==> src/sv/rdds_pkg.sv <==
// rdds_pkg: shared types and constants for the ring dma descriptor split core
// used by rdds_mod_unit, rdds_desc_out and ring_dma_descriptor_split_core
// no dependencies
package rdds_pkg;

   localparam logic [31:0] SYS_WINDOW       = 32'h0400_0000;
   localparam logic [31:0] LOCAL_TAG        = 32'h0100_0000;
   localparam logic [31:0] LOCAL_MASK_RESET = 32'h0FFF_FFFF;

   localparam int unsigned CsrIndexWidth = 3;

   // configuration register indexes
   typedef enum logic [CsrIndexWidth-1:0] {
      CSR_DIRECTION    = 3'd0,
      CSR_LOCAL_BASE   = 3'd1,
      CSR_LOCAL_SIZE   = 3'd2,
      CSR_SYSTEM_SIZE  = 3'd3,
      CSR_SYSTEM_OFFS  = 3'd4,
      CSR_LOCAL_MASK   = 3'd5
   } csr_index_type;

   // command codes on the request channel
   typedef enum logic {
      CMD_ADVANCE = 1'b0,
      CMD_REINIT  = 1'b1
   } command_type;

   // transfer directions
   typedef enum logic {
      DIR_PLAYBACK = 1'b0,
      DIR_CAPTURE  = 1'b1
   } direction_type;

   // request to the shared remainder unit
   typedef struct packed {
      logic        start;
      logic [31:0] dividend;
      logic [31:0] divisor;
   } mod_req_type;

   // status of the shared remainder unit
   typedef struct packed {
      logic        busy;
      logic        done;
      logic [31:0] remainder;
   } mod_rsp_type;

   // one descriptor
   typedef struct packed {
      logic [31:0] src;
      logic [31:0] dst;
      logic [23:0] cnt;
   } desc_type;

   // hand-off of one period's descriptors to the output stage
   typedef struct packed {
      logic     load;
      logic     split;
      desc_type first;
      desc_type second;
   } desc_load_type;

endpackage

==> src/sv/rdds_mod_unit.sv <==
// rdds_mod_unit: iterative restoring remainder unit, one quotient bit per cycle
// depends on rdds_pkg (mod_req_type, mod_rsp_type)
module rdds_mod_unit (
   input  logic                 clock,
   input  logic                 reset,
   input  rdds_pkg::mod_req_type mod_req,
   output rdds_pkg::mod_rsp_type mod_rsp
);

   logic        busy_ff;
   logic        done_ff;
   logic [4:0]  count_ff;
   logic [31:0] dividend_ff;
   logic [31:0] divisor_ff;
   logic [31:0] rem_ff;

   logic [32:0] trial;
   logic [33:0] diff;
   logic [31:0] rem_in;

   // shift in the next dividend bit, subtract when it fits
   always_comb begin
      trial = {rem_ff, dividend_ff[31]};
      diff  = {1'b0, trial} - {2'b00, divisor_ff};
      if (!diff[33]) begin
         rem_in = diff[31:0];
      end else begin
         rem_in = trial[31:0];
      end
   end

   always_ff @(posedge clock) begin
      if (reset) begin
         busy_ff <= 1'b0;
         done_ff <= 1'b0;
         count_ff <= '0;
      end else begin
         done_ff <= 1'b0;
         if (busy_ff) begin
            count_ff <= count_ff + 5'd1;
            if (count_ff == 5'd31) begin
               busy_ff <= 1'b0;
               done_ff <= 1'b1;
            end
         end else if (mod_req.start) begin
            count_ff <= '0;
            if (mod_req.divisor == '0) begin
               // zero ring size leaves the value unreduced
               done_ff <= 1'b1;
            end else begin
               busy_ff <= 1'b1;
            end
         end
      end
   end

   always_ff @(posedge clock) begin
      if (busy_ff) begin
         rem_ff      <= rem_in;
         dividend_ff <= {dividend_ff[30:0], 1'b0};
      end else if (mod_req.start) begin
         divisor_ff  <= mod_req.divisor;
         dividend_ff <= mod_req.dividend;
         if (mod_req.divisor == '0) begin
            rem_ff <= mod_req.dividend;
         end else begin
            rem_ff <= '0;
         end
      end
   end

   assign mod_rsp.busy      = busy_ff;
   assign mod_rsp.done      = done_ff;
   assign mod_rsp.remainder = rem_ff;

endmodule

==> src/sv/rdds_desc_out.sv <==
// rdds_desc_out: result register plus holding slot for the second descriptor
// depends on rdds_pkg (desc_type, desc_load_type)
module rdds_desc_out (
   input  logic                   clock,
   input  logic                   reset,
   input  rdds_pkg::desc_load_type desc_load,
   output logic                   out_free,
   output logic                   rsp_valid,
   input  logic                   rsp_stall,
   output logic [31:0]            rsp_source_address,
   output logic [31:0]            rsp_destination_address,
   output logic [23:0]            rsp_transfer_count,
   output logic                   rsp_descriptor_slot,
   output logic [1:0]             rsp_descriptor_total,
   output logic                   rsp_last_descriptor
);

   logic               rsp_valid_ff;
   logic               hold_valid_ff;
   rdds_pkg::desc_type rsp_desc_ff;
   rdds_pkg::desc_type hold_desc_ff;
   logic               slot_ff;
   logic [1:0]         total_ff;
   logic               last_ff;
   logic               rsp_taken;

   assign rsp_taken = rsp_valid_ff && !rsp_stall;
   assign out_free  = !hold_valid_ff && (!rsp_valid_ff || !rsp_stall);

   always_ff @(posedge clock) begin
      if (reset) begin
         rsp_valid_ff  <= 1'b0;
         hold_valid_ff <= 1'b0;
      end else if (desc_load.load) begin
         rsp_valid_ff  <= 1'b1;
         hold_valid_ff <= desc_load.split;
      end else if (rsp_taken) begin
         rsp_valid_ff  <= hold_valid_ff;
         hold_valid_ff <= 1'b0;
      end
   end

   always_ff @(posedge clock) begin
      if (desc_load.load) begin
         rsp_desc_ff  <= desc_load.first;
         hold_desc_ff <= desc_load.second;
         slot_ff      <= 1'b0;
         total_ff     <= desc_load.split ? 2'd2 : 2'd1;
         last_ff      <= !desc_load.split;
      end else if (rsp_taken && hold_valid_ff) begin
         rsp_desc_ff <= hold_desc_ff;
         slot_ff     <= 1'b1;
         total_ff    <= 2'd2;
         last_ff     <= 1'b1;
      end
   end

   assign rsp_valid               = rsp_valid_ff;
   assign rsp_source_address      = rsp_desc_ff.src;
   assign rsp_destination_address = rsp_desc_ff.dst;
   assign rsp_transfer_count      = rsp_desc_ff.cnt;
   assign rsp_descriptor_slot     = slot_ff;
   assign rsp_descriptor_total    = total_ff;
   assign rsp_last_descriptor     = last_ff;

endmodule

==> src/sv/ring_dma_descriptor_split_core.sv <==
// ring_dma_descriptor_split_core: top level, sequencer, config and position registers
// depends on rdds_pkg, rdds_mod_unit, rdds_desc_out
//
// usage
//  - req channel (req_valid / req_stall): one transfer per period, req_command
//    advance with req_byte_count, or reinit which loads the start positions
//  - rsp channel (rsp_valid / rsp_stall): one or two descriptors per advance,
//    slot 0 first; a period that crosses the system ring end gives tail, head
//  - csr channel (csr_valid / csr_ready): register writes, always ready; the user
//    must see they are written only while the block is idle, as the block does
//    not enforce it; indexes beyond the list are dropped
//  - advance: S_SETUP, S_ADDR, then S_LOAD loads the descriptors when the output is
//    free; the input is freed after two 32-step passes through the shared remainder
//    unit (system then local ring position), a zero ring size skipping its pass
//  - req_stall is high for the whole advance; the result register and its
//    holding slot let the remainder passes run while the receiver stalls,
//    and descriptor loading waits only if an earlier one is still pending
//  - reset (synchronous, active high) clears positions to zero, loads the
//    register reset values and drops any pending descriptors
module ring_dma_descriptor_split_core (
   input  logic        clock,
   input  logic        reset,
   // request channel
   input  logic        req_valid,
   output logic        req_stall,
   input  logic        req_command,
   input  logic [23:0] req_byte_count,
   // result channel
   output logic        rsp_valid,
   input  logic        rsp_stall,
   output logic [31:0] rsp_source_address,
   output logic [31:0] rsp_destination_address,
   output logic [23:0] rsp_transfer_count,
   output logic        rsp_descriptor_slot,
   output logic [1:0]  rsp_descriptor_total,
   output logic        rsp_last_descriptor,
   // configuration channel
   input  logic        csr_valid,
   output logic        csr_ready,
   input  logic [rdds_pkg::CsrIndexWidth-1:0] csr_index,
   input  logic [31:0] csr_data
);

   typedef enum logic [2:0] {
      S_IDLE,
      S_SETUP,
      S_ADDR,
      S_LOAD,
      S_SYS_WAIT,
      S_LOC_WAIT
   } state_type;

   state_type state_ff;

   // configuration registers
   rdds_pkg::direction_type direction_ff;
   logic [31:0] local_base_ff;
   logic [23:0] local_size_ff;
   logic [31:0] system_size_ff;
   logic [31:0] system_offset_ff;
   logic [31:0] local_mask_ff;

   // ring positions
   logic [31:0] read_pos_ff;
   logic [31:0] write_pos_ff;

   // per-period working registers
   logic [23:0] bytes_ff;
   logic [31:0] ring_start_ff;
   logic [31:0] loc_sum_ff;
   logic        split_ff;
   logic [31:0] tail_ff;
   logic [31:0] head_ff;
   logic [31:0] sys_sum_ff;
   logic [31:0] loc_next_ff;
   logic [31:0] sys_addr_ff;
   logic [31:0] loc_addr_ff;
   logic [31:0] loc2_addr_ff;

   logic [31:0] sys_pos;
   logic [31:0] loc_pos;
   logic [31:0] bytes_ext;
   logic [31:0] loc_masked;
   logic        req_taken;
   logic        out_free;

   rdds_pkg::mod_req_type   mod_req;
   rdds_pkg::mod_rsp_type   mod_rsp;
   rdds_pkg::desc_load_type desc_load;
   rdds_pkg::desc_type      sys_side_first;
   rdds_pkg::desc_type      sys_side_second;

   assign csr_ready = 1'b1;
   assign req_stall = (state_ff != S_IDLE);
   assign req_taken = req_valid && !req_stall;

   // the system position is read in playback and write in capture
   assign sys_pos   = (direction_ff == rdds_pkg::DIR_PLAYBACK) ? read_pos_ff : write_pos_ff;
   assign loc_pos   = (direction_ff == rdds_pkg::DIR_PLAYBACK) ? write_pos_ff : read_pos_ff;
   assign bytes_ext = {8'd0, bytes_ff};
   assign loc_masked = loc_sum_ff & local_mask_ff;

   // configuration writes
   always_ff @(posedge clock) begin
      if (reset) begin
         direction_ff     <= rdds_pkg::DIR_PLAYBACK;
         local_base_ff    <= '0;
         local_size_ff    <= 24'd1;
         system_size_ff   <= 32'd1;
         system_offset_ff <= '0;
         local_mask_ff    <= rdds_pkg::LOCAL_MASK_RESET;
      end else if (csr_valid && csr_ready) begin
         unique case (csr_index)
            rdds_pkg::CSR_DIRECTION: begin
               direction_ff <= rdds_pkg::direction_type'(csr_data[0]);
            end
            rdds_pkg::CSR_LOCAL_BASE:  local_base_ff    <= csr_data;
            rdds_pkg::CSR_LOCAL_SIZE:  local_size_ff    <= csr_data[23:0];
            rdds_pkg::CSR_SYSTEM_SIZE: system_size_ff   <= csr_data;
            rdds_pkg::CSR_SYSTEM_OFFS: system_offset_ff <= csr_data;
            rdds_pkg::CSR_LOCAL_MASK:  local_mask_ff    <= csr_data;
            default: ;
         endcase
      end
   end

   // descriptors in playback order (system side is source)
   always_comb begin
      sys_side_first.src  = sys_addr_ff;
      sys_side_first.dst  = loc_addr_ff;
      sys_side_first.cnt  = split_ff ? tail_ff[23:0] : bytes_ff;
      sys_side_second.src = ring_start_ff;
      sys_side_second.dst = loc2_addr_ff;
      sys_side_second.cnt = head_ff[23:0];

      desc_load.load  = (state_ff == S_LOAD) && out_free;
      desc_load.split = split_ff;
      if (direction_ff == rdds_pkg::DIR_PLAYBACK) begin
         desc_load.first  = sys_side_first;
         desc_load.second = sys_side_second;
      end else begin
         // capture swaps source and destination
         desc_load.first.src  = sys_side_first.dst;
         desc_load.first.dst  = sys_side_first.src;
         desc_load.first.cnt  = sys_side_first.cnt;
         desc_load.second.src = sys_side_second.dst;
         desc_load.second.dst = sys_side_second.src;
         desc_load.second.cnt = sys_side_second.cnt;
      end
   end

   // shared remainder unit: system position first, then local position
   always_comb begin
      mod_req.start    = 1'b0;
      mod_req.dividend = split_ff ? head_ff : sys_sum_ff;
      mod_req.divisor  = system_size_ff;
      if (state_ff == S_LOAD) begin
         mod_req.start = out_free;
      end else if (state_ff == S_SYS_WAIT) begin
         mod_req.start    = mod_rsp.done;
         mod_req.dividend = loc_next_ff;
         mod_req.divisor  = {8'd0, local_size_ff};
      end
   end

   // sequencer
   always_ff @(posedge clock) begin
      if (reset) begin
         state_ff     <= S_IDLE;
         read_pos_ff  <= '0;
         write_pos_ff <= '0;
      end else begin
         unique case (state_ff)
            S_IDLE: begin
               if (req_taken) begin
                  if (req_command == rdds_pkg::CMD_REINIT) begin
                     // reinit loads the local ring size into the producer position
                     if (direction_ff == rdds_pkg::DIR_PLAYBACK) begin
                        read_pos_ff  <= {8'd0, local_size_ff};
                        write_pos_ff <= '0;
                     end else begin
                        write_pos_ff <= {8'd0, local_size_ff};
                        read_pos_ff  <= '0;
                     end
                  end else begin
                     state_ff <= S_SETUP;
                  end
               end
            end
            S_SETUP:  state_ff <= S_ADDR;
            S_ADDR:   state_ff <= S_LOAD;
            S_LOAD: begin
               if (out_free) begin
                  state_ff <= S_SYS_WAIT;
               end
            end
            S_SYS_WAIT: begin
               if (mod_rsp.done) begin
                  if (direction_ff == rdds_pkg::DIR_PLAYBACK) begin
                     read_pos_ff <= mod_rsp.remainder;
                  end else begin
                     write_pos_ff <= mod_rsp.remainder;
                  end
                  state_ff <= S_LOC_WAIT;
               end
            end
            S_LOC_WAIT: begin
               if (mod_rsp.done) begin
                  if (direction_ff == rdds_pkg::DIR_PLAYBACK) begin
                     write_pos_ff <= mod_rsp.remainder;
                  end else begin
                     read_pos_ff <= mod_rsp.remainder;
                  end
                  state_ff <= S_IDLE;
               end
            end
            default: state_ff <= S_IDLE;
         endcase
      end
   end

   // per-period datapath, one add stage per step
   always_ff @(posedge clock) begin
      if (req_taken) begin
         bytes_ff <= req_byte_count;
      end
      if (state_ff == S_SETUP) begin
         ring_start_ff <= rdds_pkg::SYS_WINDOW + system_offset_ff;
         loc_sum_ff    <= local_base_ff + loc_pos;
         // wrap test in 33 bits so the sum cannot overflow
         split_ff      <= ({1'b0, sys_pos} + {9'd0, bytes_ff}) > {1'b0, system_size_ff};
         tail_ff       <= system_size_ff - sys_pos;
         sys_sum_ff    <= sys_pos + bytes_ext;
         loc_next_ff   <= loc_pos + bytes_ext;
      end
      if (state_ff == S_ADDR) begin
         sys_addr_ff  <= ring_start_ff + sys_pos;
         loc_addr_ff  <= loc_masked | rdds_pkg::LOCAL_TAG;
         loc2_addr_ff <= ((loc_masked + tail_ff) & local_mask_ff) | rdds_pkg::LOCAL_TAG;
         head_ff      <= bytes_ext - tail_ff;
      end
   end

   rdds_mod_unit u_mod_unit (
      .clock   (clock),
      .reset   (reset),
      .mod_req (mod_req),
      .mod_rsp (mod_rsp)
   );

   rdds_desc_out u_desc_out (
      .clock                   (clock),
      .reset                   (reset),
      .desc_load               (desc_load),
      .out_free                (out_free),
      .rsp_valid               (rsp_valid),
      .rsp_stall               (rsp_stall),
      .rsp_source_address      (rsp_source_address),
      .rsp_destination_address (rsp_destination_address),
      .rsp_transfer_count      (rsp_transfer_count),
      .rsp_descriptor_slot     (rsp_descriptor_slot),
      .rsp_descriptor_total    (rsp_descriptor_total),
      .rsp_last_descriptor     (rsp_last_descriptor)
   );

   // last flag matches slot and total
   a_last_consistent: assert property (@(posedge clock) disable iff (reset)
      rsp_valid |-> (rsp_last_descriptor == (rsp_descriptor_slot == (rsp_descriptor_total - 2'd1))))
      else $error("last_descriptor does not match slot and total");

   // remainder unit is only started when idle
   a_mod_start_idle: assert property (@(posedge clock) disable iff (reset)
      mod_req.start |-> !mod_rsp.busy)
      else $error("remainder unit started while busy");

   // reduced system position lies inside the ring
   a_sys_reduced: assert property (@(posedge clock) disable iff (reset)
      (state_ff == S_SYS_WAIT && mod_rsp.done && system_size_ff != '0)
         |-> (mod_rsp.remainder < system_size_ff))
      else $error("system position not reduced below ring size");

   // no descriptor load over a stalled result
   a_load_when_free: assert property (@(posedge clock) disable iff (reset)
      desc_load.load |-> !(rsp_valid && rsp_stall))
      else $error("descriptor load over a stalled result");

endmodule

==> config.mk <==
export PLATFORM = sky130hd
export DESIGN_NAME = ring_dma_descriptor_split_core
export DESIGN_NICKNAME = d
export VERILOG_FILES = /design/src/sv/rdds_pkg.sv /design/src/sv/rdds_mod_unit.sv /design/src/sv/rdds_desc_out.sv /design/src/sv/ring_dma_descriptor_split_core.sv
export SDC_FILE = /design/constraint.sdc
export NUM_CORES = 2
export LEC_CHECK = 0
export ABC_CLOCK_PERIOD_IN_PS = 15100
export BUFFER_PORTS_ARGS = -buffer_cell sky130_fd_sc_hd__buf_2
export CAP_MARGIN = 20
export CORE_ASPECT_RATIO = 0.75
export CORE_MARGIN = 4
export CORE_UTILIZATION = 59
export DETAILED_ROUTE_END_ITERATION = 6
export PLACE_DENSITY = 0.8
export SLEW_MARGIN = 20
export SYNTH_ARGS = -nofsm -noshare
export SYNTH_HDL_FRONTEND = slang
export SYNTH_HIERARCHICAL = 1
export SYNTH_SLANG_ARGS = --single-unit
==> constraint.sdc <==
create_clock -name clock -period 15.1 [get_ports clock]
set_clock_uncertainty 0.15 [all_clocks]
set_input_delay 1.51 -clock clock [delete_from_list [all_inputs] [get_ports clock]]
set_output_delay 1.51 -clock clock [all_outputs]
set_load 0.02 [all_outputs]
# Word level (Yosys, flattened, before mapping)

Cells that the tools add are included.

Register bits: 816
Input port bits: 65
Output and inout bits: 95
Logic and storage cells: 158

Add/sub/neg operators: 11
$lt $le $gt $ge: 1
Equal/unequal tests: 21
Multiplexer cells: 53
Bitwise logic cells: 3
Reductions and logical operators: 29

Operator list:

| operator                                      | count |
|---|---|
| two-way mux 32 bit                            | 17 |
| one-hot mux 32 bit (3 select lines)           | 2 |
| two-way mux 176 bit                           | 1 |
| two-way mux 88 bit                            | 2 |
| adder 32 bit                                  | 3 |
| two-way mux 24 bit                            | 3 |
| two-way mux 65 bit                            | 1 |
| adder 32 x 24 -> 32 bit                       | 2 |
| AND 32 bit                                    | 2 |
| two-way mux 64 bit                            | 1 |
| subtractor 33 x 32 -> 34 bit                  | 1 |
| adder 32 x 24 -> 33 bit                       | 1 |
| > comparator 33 x 32 -> 1 bit                 | 1 |
| adder 27 x 32 -> 32 bit, first input constant | 1 |
| zero test 32 bit                              | 1 |
| subtractor 24 x 32 -> 32 bit                  | 1 |
| subtractor 32 bit                             | 1 |
| one-hot mux 3 bit (6 select lines)            | 1 |
| != test 2 bit, second input constant          | 8 |
| two-way mux 1 bit                             | 15 |
| two-way mux 3 bit                             | 5 |
| AND reduction 2 bit                           | 7 |
| AND reduction 7 bit                           | 2 |
| == test 3 x 2 -> 1 bit, second input constant | 4 |
| 15 further kinds                              | 35 |

# Logic depth before layout (Yosys ltp)

Depth after elaboration: 7
Gate-level depth with buffers: 28
Depth with buffers taken out: 24

# Modules after synthesis

Netlist, hierarchy kept.

Modules (own cells, without submodules):

| module                         | instances | cells an instance | area each (um^2) | sequential area each (um^2) |
|---|---|---|---|---|
| ring_dma_descriptor_split_core | 1         | 3301              | 31880.6          | 13743.2 |
| rdds_desc_out                  | 1         | 294               | 6896.6           | 5435.2 |
| rdds_mod_unit                  | 1         | 569               | 6185.9           | 3012.9 |

# Least setup slack after synthesis

Ideal clock, no wire load.

Kind: reg-to-reg
Start point: register state_ff[0]
End point: register loc_next_ff[0], enable pin
Library setup time: 0.912 ns
Data arrival time: 12.288 ns
Required time: 14.038 ns
Setup slack: 1.751 ns
Stages on the path, launching flop included: 3
Path buffers: 1
Clock period less this slack: 13.349 ns
Path through: dfxtp_1 -> clkbuf_1 -> nor3b_1

Word-level cells in the longest chain between the ends: 1

RTL lines:

| element                | line                                  | source |
|---|---|---|
| start, declared        | ring_dma_descriptor_split_core.sv:53  | `state_type state_ff;` |
| start signal, assigned | ring_dma_descriptor_split_core.sv:169 | `state_ff <= S_IDLE;` |
| start signal, assigned | ring_dma_descriptor_split_core.sv:186 | `state_ff <= S_SETUP;` |
| start signal, assigned | ring_dma_descriptor_split_core.sv:190 | `S_SETUP: state_ff <= S_ADDR;` |
| == test 3 x 1 -> 1 bit | ring_dma_descriptor_split_core.sv:227 | `if (state_ff == S_SETUP) begin` |
| end signal, assigned   | ring_dma_descriptor_split_core.sv:234 | `loc_next_ff <= loc_pos + bytes_ext;` |
| end, declared          | ring_dma_descriptor_split_core.sv:75  | `logic [31:0] loc_next_ff;` |

No other way between the ends.
A chain may end at the register's enable or synchronous reset.

# Final worst setup path

Start point: register direction_ff
End point: register split_ff, data pin

Word-level cells in the longest chain between the ends: 3

RTL lines:

| element                       | line                                  | source |
|---|---|---|
| start, declared               | ring_dma_descriptor_split_core.sv:56  | `rdds_pkg::direction_type direction_ff;` |
| start signal, assigned        | ring_dma_descriptor_split_core.sv:106 | `direction_ff <= rdds_pkg::DIR_PLAYBACK;` |
| start signal, assigned        | ring_dma_descriptor_split_core.sv:115 | `direction_ff <= rdds_pkg::direction_type'(csr_data[0]);` |
| two-way mux 32 bit            | ring_dma_descriptor_split_core.sv:98  | `assign sys_pos = (direction_ff == rdds_pkg::DIR_PLAYBACK) ? read_pos_ff : write_pos_ff;` |
| adder 32 x 24 -> 33 bit       | ring_dma_descriptor_split_core.sv:231 | `split_ff <= ({1'b0, sys_pos} + {9'd0, bytes_ff}) > {1'b0, system_size_ff};` |
| > comparator 33 x 32 -> 1 bit | ring_dma_descriptor_split_core.sv:231 |  |
| end signal, assigned          | ring_dma_descriptor_split_core.sv:231 |  |
| end, declared                 | ring_dma_descriptor_split_core.sv:71  | `logic split_ff;` |

No other way between the ends.

==> impl_results.md <==
* Overall Power at 8.60 mW
* Final Util at 65.5%
* Critical path class: reg -> reg
* Layout cells sized above 1 at approximately 15%
* Via count at approximately 34000
* Mean area per synthesized cell at ~11 µm²
* Largest net degree at the start of global routing at 162
* Detail-routed via count per cell at 6.29
* Minimum clock period at 6920 ps
* # Post-CTS Setup Buffers at 0
* Root buf cell: clkbuf_16
* Maximum operating frequency at 145 MHz
* Worst flop-to-flop path startpoint: direction_ff$_SDFFE_PP0P_
* Final Hold Viols at 0
* Relative max-transition margin at about a quarter
* Syn Nets at 4499
* CP delay by family, top: compound AO/OA/AOI/OAI gates
* Drt total wl at ~120 mm
* Slowest-stage cell, CP: dfxtp_4
* Largest register by flop count: u_desc_out/hold_desc_ff
* NumNets Final at about 4600
* Hold Buf Count CTS at 0
* Pint at 5.52 mW
* FP Rows at between 80 and 90
* Sequential Area at 22200 µm²
* Vias in the first global route at 31693
* GRT Util Overall at between 30% and 40%
* Sequential power share at 39.7%
* Number of fill cells at 5787
* CTS sink count at 816
* Fin worst setup slack at 8180 ps
* Leak at 19.2 nW
* Cts bufs inserted at 80
* Setup_tns at 0 ps
* Slowest Stage Delay on Critical Path at a little under 900 ps
* CP bufs+invs at 2
* Pre-CTS WS at 8460 ps
* Final Setup Violations at 0
* Iter 0 DRT Violations at 3906
* Clock network power share at around a quarter
* Power Density at 174 nW/µm²
* HP Start: system_offset_ff[8]$_SDFFE_PP0P_
* GPL Wtd Cong at 0.998
* Post-cts resize count at 0
* Syn Inst Count at 4163
* Crit end category: flip-flop
* Crit share post-route at ~46%
* CTS tree: built
* Worst-Margin Slew at 1130 ps
* Switching part of the total at 35.8%
* Largest register FFs at 88
* Crit path arrival time at 7130 ps
* Worst VDD drop at 0.000146 V
* Status: finished clean
* Cell area after synthesis at 45000 µm²
* Net Sw Power at a little over 3 mW
* Max-slew violations at 0
* DRC at 0
* Area of the multi-input gates at 21400 µm²
* Htree depth at 3
* Startpoint Class: flip-flop
* Clk Latency, worst-skew pair at 650 ps
* I/O pin count at 160
* Tightest Hold Check Type: reg -> reg
* I/O Buffers at 158
* Dpl hpwl at between 90 and 100 mm
* Die area at 80700 µm²
* CP max FO at 63
* Clk pin slew, worst setup/hold paths at 70 ps
* Core Area at between 70000 and 80000 µm²
* Avg WL per Cell at 23.3 µm
* RSZ-0062 raised after global routing: false
* Initial antenna violation count at 5
* Starting Density at roughly 60%
* Die Height at ~250 µm
* Max Cap Viol at 0
* First-pass GRT wire length at 187 mm
* Clock tree buffer depth at 3
* Synth Warn # at 6
* GR Overflow Total at 0
* Required time of the worst setup path at between 15000 and 20000 ps
* Post-route antenna net violation count at 0
* Area added between synthesis and finish at 9.76%
* Gate power share at 36.2%
* Die Wd at 327 µm
* First-pass iteration count of the detailed router at 6
* Worst setup path start: direction_ff$_SDFFE_PP0P_
-- worst paths after layout --
kind,endpoint,slack [ps],cells after the start
max reg2reg,split_ff$_DFFE_PP_,8180,25
min reg2reg,ring_start_ff[8]$_DFFE_PP_,280,0
max,split_ff$_DFFE_PP_,8180,25
min,ring_start_ff[8]$_DFFE_PP_,280,0
-- stage by stage --
stage | hold slack [ps] | std cells | area, µm²
6_report | 280 | 5361 | 49300
3_5_place_dp | 263 | 5212 | 46600
2_1_floorplan | 258 | 4163 | 45000
5_1_grt | 284 | 5360 | 49300
3_3_place_gp | 261 | 5212 | 46600
4_1_cts | 279 | 5359 | 49300
-- power by group through the flow --
stage                     clock network [mW]  logic, mW  registers, mW
after floorplan                            0       2.23           3.40
after global placement                     0       2.95           3.43
after detailed placement                   0       3.02           3.45
after CTS                               2.09       3.06           3.41
after global routing                    2.20       3.36           3.44
final                                   2.08       3.11           3.41
-- per-layer routing --
metal	wire length, µm	vias to the layer above	track usage (%)
li1	-	15438	-
met1	50500	16172	40.3
met2	57300	1740	48.6
met3	10700	346	4.73
met4	6260	0	13.2
met5	0	-	0
-- final cells by class --
cell class | count | area share, %
diodes | 2 | 0.0101
clock buffers | 107 | 4.62
clock inverters | 40 | 0.865
inverters | 186 | 1.41
multi-input cells | 2993 | 43.3
flip-flops and latches | 816 | 45.0
well taps | 1023 | 2.59
repair buffers | 194 | 2.20
-- layout by cell type (no fill, tap or decap), types with 11 or more instances in the layout --
| cell | count |
|---|---|
| edfxtp_1 | 585 |
| nand2_1 | 494 |
| a21oi_1 | 356 |
| ha_1 | 263 |
| dfxtp_1 | 229 |
| nor2_1 | 196 |
| mux2_2 | 188 |
| inv_1 | 184 |
| o21ai_0 | 183 |
| xnor2_1 | 159 |
| buf_2 | 157 |
| a21o_1 | 93 |
| mux2i_1 | 87 |
| clkbuf_16 | 84 |
| nand3_1 | 83 |
| nor3_1 | 81 |
| mux2_4 | 78 |
| and2_1 | 70 |
| xor2_1 | 63 |
| a221oi_1 | 51 |
| o21a_1 | 48 |
| nor2b_1 | 43 |
| nand2b_1 | 43 |
| a22o_1 | 35 |
| nand3b_1 | 35 |
| buf_4 | 34 |
| and3_1 | 27 |
| o21bai_1 | 22 |
| a31oi_1 | 20 |
| nand4_1 | 18 |
| a211oi_1 | 15 |
| o21ai_1 | 15 |
| clkinv_2 | 15 |
| clkbuf_1 | 14 |
| nor4_1 | 13 |
| or2_2 | 13 |
| o211ai_1 | 11 |
| a21oi_2 | 11 |
| or3_1 | 11 |
(Power assumes the default switching activity.)
